File: config.mk
export PLATFORM = sky130hd
export DESIGN_NAME = prj_sqrt
export DESIGN_NICKNAME = d
export VERILOG_FILES = /design/src/sv/assert_macros.svh /design/src/sv/prj_pkg.sv /design/src/sv/prj_sqrt.sv
export SDC_FILE = /design/constraint.sdc
export NUM_CORES = 2
export LEC_CHECK = 0
export BUFFER_PORTS_ARGS = -buffer_cell sky130_fd_sc_hd__buf_2
export CAP_MARGIN = 15
export CORE_MARGIN = 2
export CORE_UTILIZATION = 63
export DETAILED_ROUTE_END_ITERATION = 8
export PLACE_DENSITY = 0.83
export SLEW_MARGIN = 20
export SYNTH_ARGS = -nofsm -noshare
export SYNTH_HDL_FRONTEND = slang
export SYNTH_SLANG_ARGS = --single-unit
File: constraint.sdc
create_clock -name clk -period 4.28 [get_ports clk]
set_input_delay 0.856 -clock clk [delete_from_list [all_inputs] [get_ports clk]]
set_output_delay 0.856 -clock clk [all_outputs]
set_load 0.01 [all_outputs]
File: src/sv/assert_macros.svh
`ifndef ASSERT_MACROS_SVH
`define ASSERT_MACROS_SVH

// Clocked assertion, muted while reset is asserted.
`define ASSERT_RST(name, prop, msg) \
	name: assert property (@(posedge clk) disable iff (!arst_n) (prop)) else $error(msg);

// Clocked assertion that must also hold during reset.
`define ASSERT_CLK(name, prop, msg) \
	name: assert property (@(posedge clk) (prop)) else $error(msg);

`endif

File: src/sv/prj_pkg.sv
package prj_pkg;

	// configuration register reset values (unsigned Q16.8 pixels)
	localparam logic [23:0] FOCAL_X_RST  = 24'd128000;
	localparam logic [23:0] FOCAL_Y_RST  = 24'd128000;
	localparam logic [23:0] CENTER_X_RST = 24'd81920;
	localparam logic [23:0] CENTER_Y_RST = 24'd61440;

	// register indexes (paddr[3:2])
	localparam logic [1:0] REG_FOCAL_X  = 2'd0;
	localparam logic [1:0] REG_FOCAL_Y  = 2'd1;
	localparam logic [1:0] REG_CENTER_X = 2'd2;
	localparam logic [1:0] REG_CENTER_Y = 2'd3;

	// datapath widths
	localparam int NUM_PU_W = 74;   // f*|x| + z/2
	localparam int NUM_JD_W = 63;   // (f << 38) + z/2
	localparam int NUM_JZ_W = 112;  // (f*|x| << 38) + z^2/2
	localparam int DEN_Z_W  = 49;   // depth
	localparam int DEN_Z2_W = 98;   // depth squared
	localparam int QUO_W    = 31;   // quotient bits, one per divider stage
	localparam int SQ_W     = 50;   // radicand width
	localparam int SQ_STEPS = 25;   // root bits, one per square-root stage

	localparam int FRONT_STAGES = 7;
	localparam int MID_STAGES   = 4;
	localparam int LAT = FRONT_STAGES + QUO_W + MID_STAGES + SQ_STEPS + 1;

	localparam logic [23:0] ERR_MAX    = 24'hFFFFFF;
	localparam logic [23:0] PIX_BEHIND = 24'hFFFF00;
	localparam logic [23:0] PIX_MAX    = 24'h7FFFFF;
	localparam logic [23:0] PIX_MIN    = 24'h800000;
	localparam logic [31:0] JAC_MAX    = 32'h7FFFFFFF;
	localparam logic [31:0] JAC_MIN    = 32'h80000000;

	typedef struct packed {
		logic        behind;
		logic        x_neg;
		logic        x_pos;
		logic        y_neg;
		logic        y_pos;
		logic [23:0] obs_u;
		logic [23:0] obs_v;
	} side_t;

	typedef struct packed {
		side_t                side;
		logic [NUM_PU_W-1:0] num_pu;
		logic [NUM_PU_W-1:0] num_pv;
		logic [NUM_JD_W-1:0] num_jx;
		logic [NUM_JD_W-1:0] num_jy;
		logic [NUM_JZ_W-1:0] num_zx;
		logic [NUM_JZ_W-1:0] num_zy;
		logic [DEN_Z_W-1:0]  den_z;
		logic [DEN_Z2_W-1:0] den_z2;
	} front_t;

	typedef struct packed {
		logic        behind;
		logic        sat;
		logic [23:0] proj_u;
		logic [23:0] proj_v;
		logic [31:0] jac_u_x;
		logic [31:0] jac_u_z;
		logic [31:0] jac_v_y;
		logic [31:0] jac_v_z;
	} post_t;

	typedef struct packed {
		logic        behind;
		logic [23:0] proj_u;
		logic [23:0] proj_v;
		logic [23:0] reproj_error;
		logic [31:0] jac_u_x;
		logic [31:0] jac_u_z;
		logic [31:0] jac_v_y;
		logic [31:0] jac_v_z;
	} res_t;

endpackage

File: src/sv/prj_sqrt.sv
module prj_sqrt (
	input  logic                     clk,
	input  logic                     en,
	input  logic [prj_pkg::SQ_W-1:0] rad,
	output logic [prj_pkg::SQ_W-1:0] root,
	output logic [prj_pkg::SQ_W-1:0] rmd
);
	import prj_pkg::*;

	logic [SQ_W-1:0] rem_s [SQ_STEPS];
	logic [SQ_W-1:0] rt_s  [SQ_STEPS];
	logic [SQ_W-1:0] sin   [SQ_STEPS];
	logic [SQ_W-1:0] rin   [SQ_STEPS];
	logic [SQ_W-1:0] trial [SQ_STEPS];
	logic [SQ_W-1:0] bitv  [SQ_STEPS];

	// digit-by-digit root, one result bit per stage
	always_comb begin
		for (int k = 0; k < SQ_STEPS; k++) begin
			sin[k]   = (k == 0) ? rad : rem_s[k-1];
			rin[k]   = (k == 0) ? '0 : rt_s[k-1];
			bitv[k]  = SQ_W'(1) << (2 * (SQ_STEPS - 1 - k));
			trial[k] = rin[k] + bitv[k];
		end
	end

	always_ff @(posedge clk) begin
		if (en) begin
			for (int k = 0; k < SQ_STEPS; k++) begin
				if (sin[k] >= trial[k]) begin
					rem_s[k] <= sin[k] - trial[k];
					rt_s[k]  <= (rin[k] >> 1) + bitv[k];
				end else begin
					rem_s[k] <= sin[k];
					rt_s[k]  <= rin[k] >> 1;
				end
			end
		end
	end

	assign root = rt_s[SQ_STEPS-1];
	assign rmd  = rem_s[SQ_STEPS-1];

endmodule

==> flow_summary_export.csv <==
group,metric,value,unit
worst_setup_path,max_stage_delay,810,ps
logic_synthesis,syn-cell-area,0.0766,mm2
floorplan,die_area,0.124,mm2
finish,final_util,70.3,%
logic_synthesis,synth_edf_count,1575,
detailed_routing,routedWlPerCell,22.8,um
worst_setup_path,path_cells,"or4_1 -> nor3_1 -> nand3_1 -> nor4_1 -> o41a_1 -> and2_1 -> o211ai_1 -> buf_4 -> nor4_1 -> xor2_1",
placement,placedCellCount,7826,
global_routing,antenna_found_initial,0,
placement,dp_slack,450,ps
pwr,p_int,30.7,mW
finish,mostFrequentLayoutCells,"edfxtp_1, nand2_1, inv_1, ha_1, nor2_1",
worst_setup_path,cp_top_family,"simple AND/OR/NAND/NOR gates",
clock_tree,clock_sinks,1575,
global_routing,grt_max_degree,194,
finish,fillers,7595,
timing,drv_slew,0,
finish,n_antenna_cell,0,
timing,period_share,92.2,%
floorplan,die_height,353,um
pwr,p_clk_share,32.1,%
detailed_routing,viasPerCell,6.21,
pwr,pwr-share-comb,19.5,%
clock_tree,clockRootBuffer,"clkbuf_16",
clock_tree,htreeDepth,4,
timing,period_minus_slack,3950,ps
hold_path,hp-class,"in2reg",
worst_setup_path,crit_type,"reg2reg",
timing,finClkSkew,49.8,ps
detailed_routing,vias,50400,
pwr,pwr-share-seq,48.4,%
floorplan,pin_count,152,
placement,placed_area,0.0793,mm2
hold_path,hold_path.startpoint,"rad[7]",
logic_synthesis,async_flop_share,0,%
worst_setup_path,path_max_fanout,7,
pwr,p_total,43.3,mW
run,maxCapViolations,0,
timing,tightest_slew,1240,ps
logic_synthesis,synth.avg_cell_area,12.4,um2
global_routing,grt_pass1_vias,51100,
clock_tree,numCtsBuffers,160,
floorplan,core-area,0.120,mm2
global_routing,grt_usage,29.3,%
pwr,p_switching,12.6,mW
timing,maxSlewHeadroom,16.9,%
detailed_routing,drt_iter0_markers,4129,
worst_setup_path,cp-startpoint,"rem_s[1][278]$_DFFE_PP_",
logic_synthesis,synth.distinct_cells,95,
worst_setup_path,startpoint_type,"flop",
finish,final_cell_area,0.0845,mm2
floorplan,die_w,353,um
detailed_routing,drc,0,
placement,io_buffers,126,
timing,fin_tns_setup,0,ps
worst_setup_path,critPathSlowestCell,"nor3_1",
global_routing,overflow,0,
logic_synthesis,synth-seq-cells,1575,
logic_synthesis,synth-main-ff-cell,"edfxtp_1",
pwr,leakagePower,32.1,nW
pwr,ir_drop,570,uV
clock_tree,clk_latency,800,ps
detailed_routing,drt_first_pass_iters,8,
floorplan,rows,127,
pwr,powerDensity,512,mW/mm2
worst_setup_path,required,4890,ps
clock_tree,postCtsSetupRepairBufs,0,
clock_tree,cts_hold_buf,0,
finish,syn_to_final_growth,10.4,%
worst_setup_path,critical_path.most_common_cell,"nor4_1",
pwr,swShare,29.0,%
worst_setup_path,reg2reg_from,"rem_s[1][278]$_DFFE_PP_",
logic_synthesis,synth_cells,6157,
clock_tree,clkTransAtPathRegs,70,ps
logic_synthesis,ys_seq_area_share,61.7,%
clock_tree,ctsResizeCount,0,
finish,layout.nets,6777,
worst_setup_path,cp_num_buf_inv,1,
clock_tree,cts_tree,"done",
placement,gp_congestion,0.949,
placement,hpwl,132,mm
timing,max_freq,253,MHz
finish,drive_above_1_share,8.78,%
logic_synthesis,ys.warnings.count,0,
timing,setup_slack,333,ps
timing,hold_viol,0,
timing,report.final.setup_viol,0,
finish,final_common_cell,"edfxtp_1",
finish,instances_no_fill,8112,
detailed_routing,wl,185,mm
worst_setup_path,critPathCaptureType,"flop",
worst_setup_path,worst_ep_arrival_time,4560,ps
floorplan,start_util,63.7,%
run_status,outcome,"finished, final reports clean",
timing,hold_slack,223,ps
detailed_routing,drtAntennaViolNets,0,
timing,grt_setup_unrepaired,"no",
clock_tree,clockBufferDepth,3,
global_routing,grt_pass1_wl,282,mm
synth_stat cells, types with 11 or more instances:
cell | n | share of area [%]
edfxtp_1 | 1575 | 62
nand2_1 | 461 | 2.3
inv_1 | 422 | 2.1
ha_1 | 349 | 5.7
nor2_1 | 348 | 1.7
o21ai_0 | 343 | 2.2
a21oi_1 | 319 | 2.1
xor2_1 | 297 | 3.4
xnor2_1 | 268 | 3.1
nor4_1 | 189 | 1.5
nor3_1 | 188 | 1.2
a21o_1 | 143 | 1.4
clkbuf_1 | 107 | 0.52
nand3_1 | 105 | 0.69
nand4_1 | 87 | 0.71
buf_4 | 75 | 0.74
nand2b_1 | 75 | 0.61
or3_1 | 67 | 0.55
nor2b_1 | 57 | 0.47
o21a_1 | 56 | 0.55
or4_1 | 48 | 0.47
mux2_2 | 37 | 0.54
and3_1 | 36 | 0.29
a31oi_1 | 35 | 0.29
o31ai_1 | 33 | 0.32
nor4b_1 | 31 | 0.35
o211ai_1 | 30 | 0.29
a211oi_1 | 29 | 0.28
o21bai_1 | 27 | 0.26
or2_2 | 24 | 0.20
and2_1 | 18 | 0.15
nor3b_1 | 15 | 0.15
nand3b_1 | 14 | 0.14
a2111oi_0 | 13 | 0.15
and4_1 | 13 | 0.15
a21boi_0 | 12 | 0.12
buf_1 | 12 | 0.059
mux2i_1 | 12 | 0.16
nand4b_1 | 11 | 0.13
final timing paths:
check | endpoint | slack, ps | depth (start not counted)
hold reg to reg | rt_s[0][774]$_DFFE_PP_ | 440 | 0
setup reg to reg | rem_s[1][344]$_DFFE_PP_ | 330 | 10
setup / recovery | rem_s[1][344]$_DFFE_PP_ | 330 | 10
hold / removal | rem_s[0][7]$_DFFE_PP_ | 220 | 1
cell families after synthesis:
group	synth area share (%)
AO/OA/AOI/OAI	9.28
XOR/XNOR	6.46
adder cells (fa/ha/maj)	5.70
buffers and inverters	3.49
flip-flops	61.7
multiplexers	0.897
other	0.00490
AND/OR/NAND/NOR	12.4
routing by layer:
| layer | share of wire, % | global-route usage, % |
|---|---|---|
| met1 | 33 | 27.8 |
| met2 | 54 | 56.4 |
| met3 | 4.7 | 4.39 |
| met4 | 8.3 | 22.1 |
| met5 | 0 | 0 |
sequential cells by signal, summed over array words and instances (netlist names):
| register | flops |
|---|---|
| rem_s | 1250 |
| rt_s | 325 |
layout make-up:
class	instances	area [um2]	area share (%)
inverter	422	1580	1.87
timing repair buffer	240	1610	1.90
sequential	1575	47300	55.9
tap	1612	2020	2.39
multi-input combinational	3977	26800	31.7
clock buffer	202	4160	4.92
clock inverter	84	1040	1.23
power groups by stage:
stage,Combinational (mW),Clock (mW),Sequential [mW]
6_report,8.43,13.9,21.0
5_1_grt,9.24,14.6,21.1
4_1_cts,8.33,14.0,20.9
3_5_place_dp,8.22,0,21.2
3_3_place_gp,7.96,0,21.1
2_1_floorplan,6.28,0,20.6
worst reg2reg max path, delay by kind of cell (launching register included):
family	cells	cell delay, ps
and+or+nand+nor	6	2340
DFF	1	510
AOI/OAI and AO/OA	2	400
xor gates and xnor gates	1	270
buffers and inverters	1	250
(Power assumes the default switching activity.)
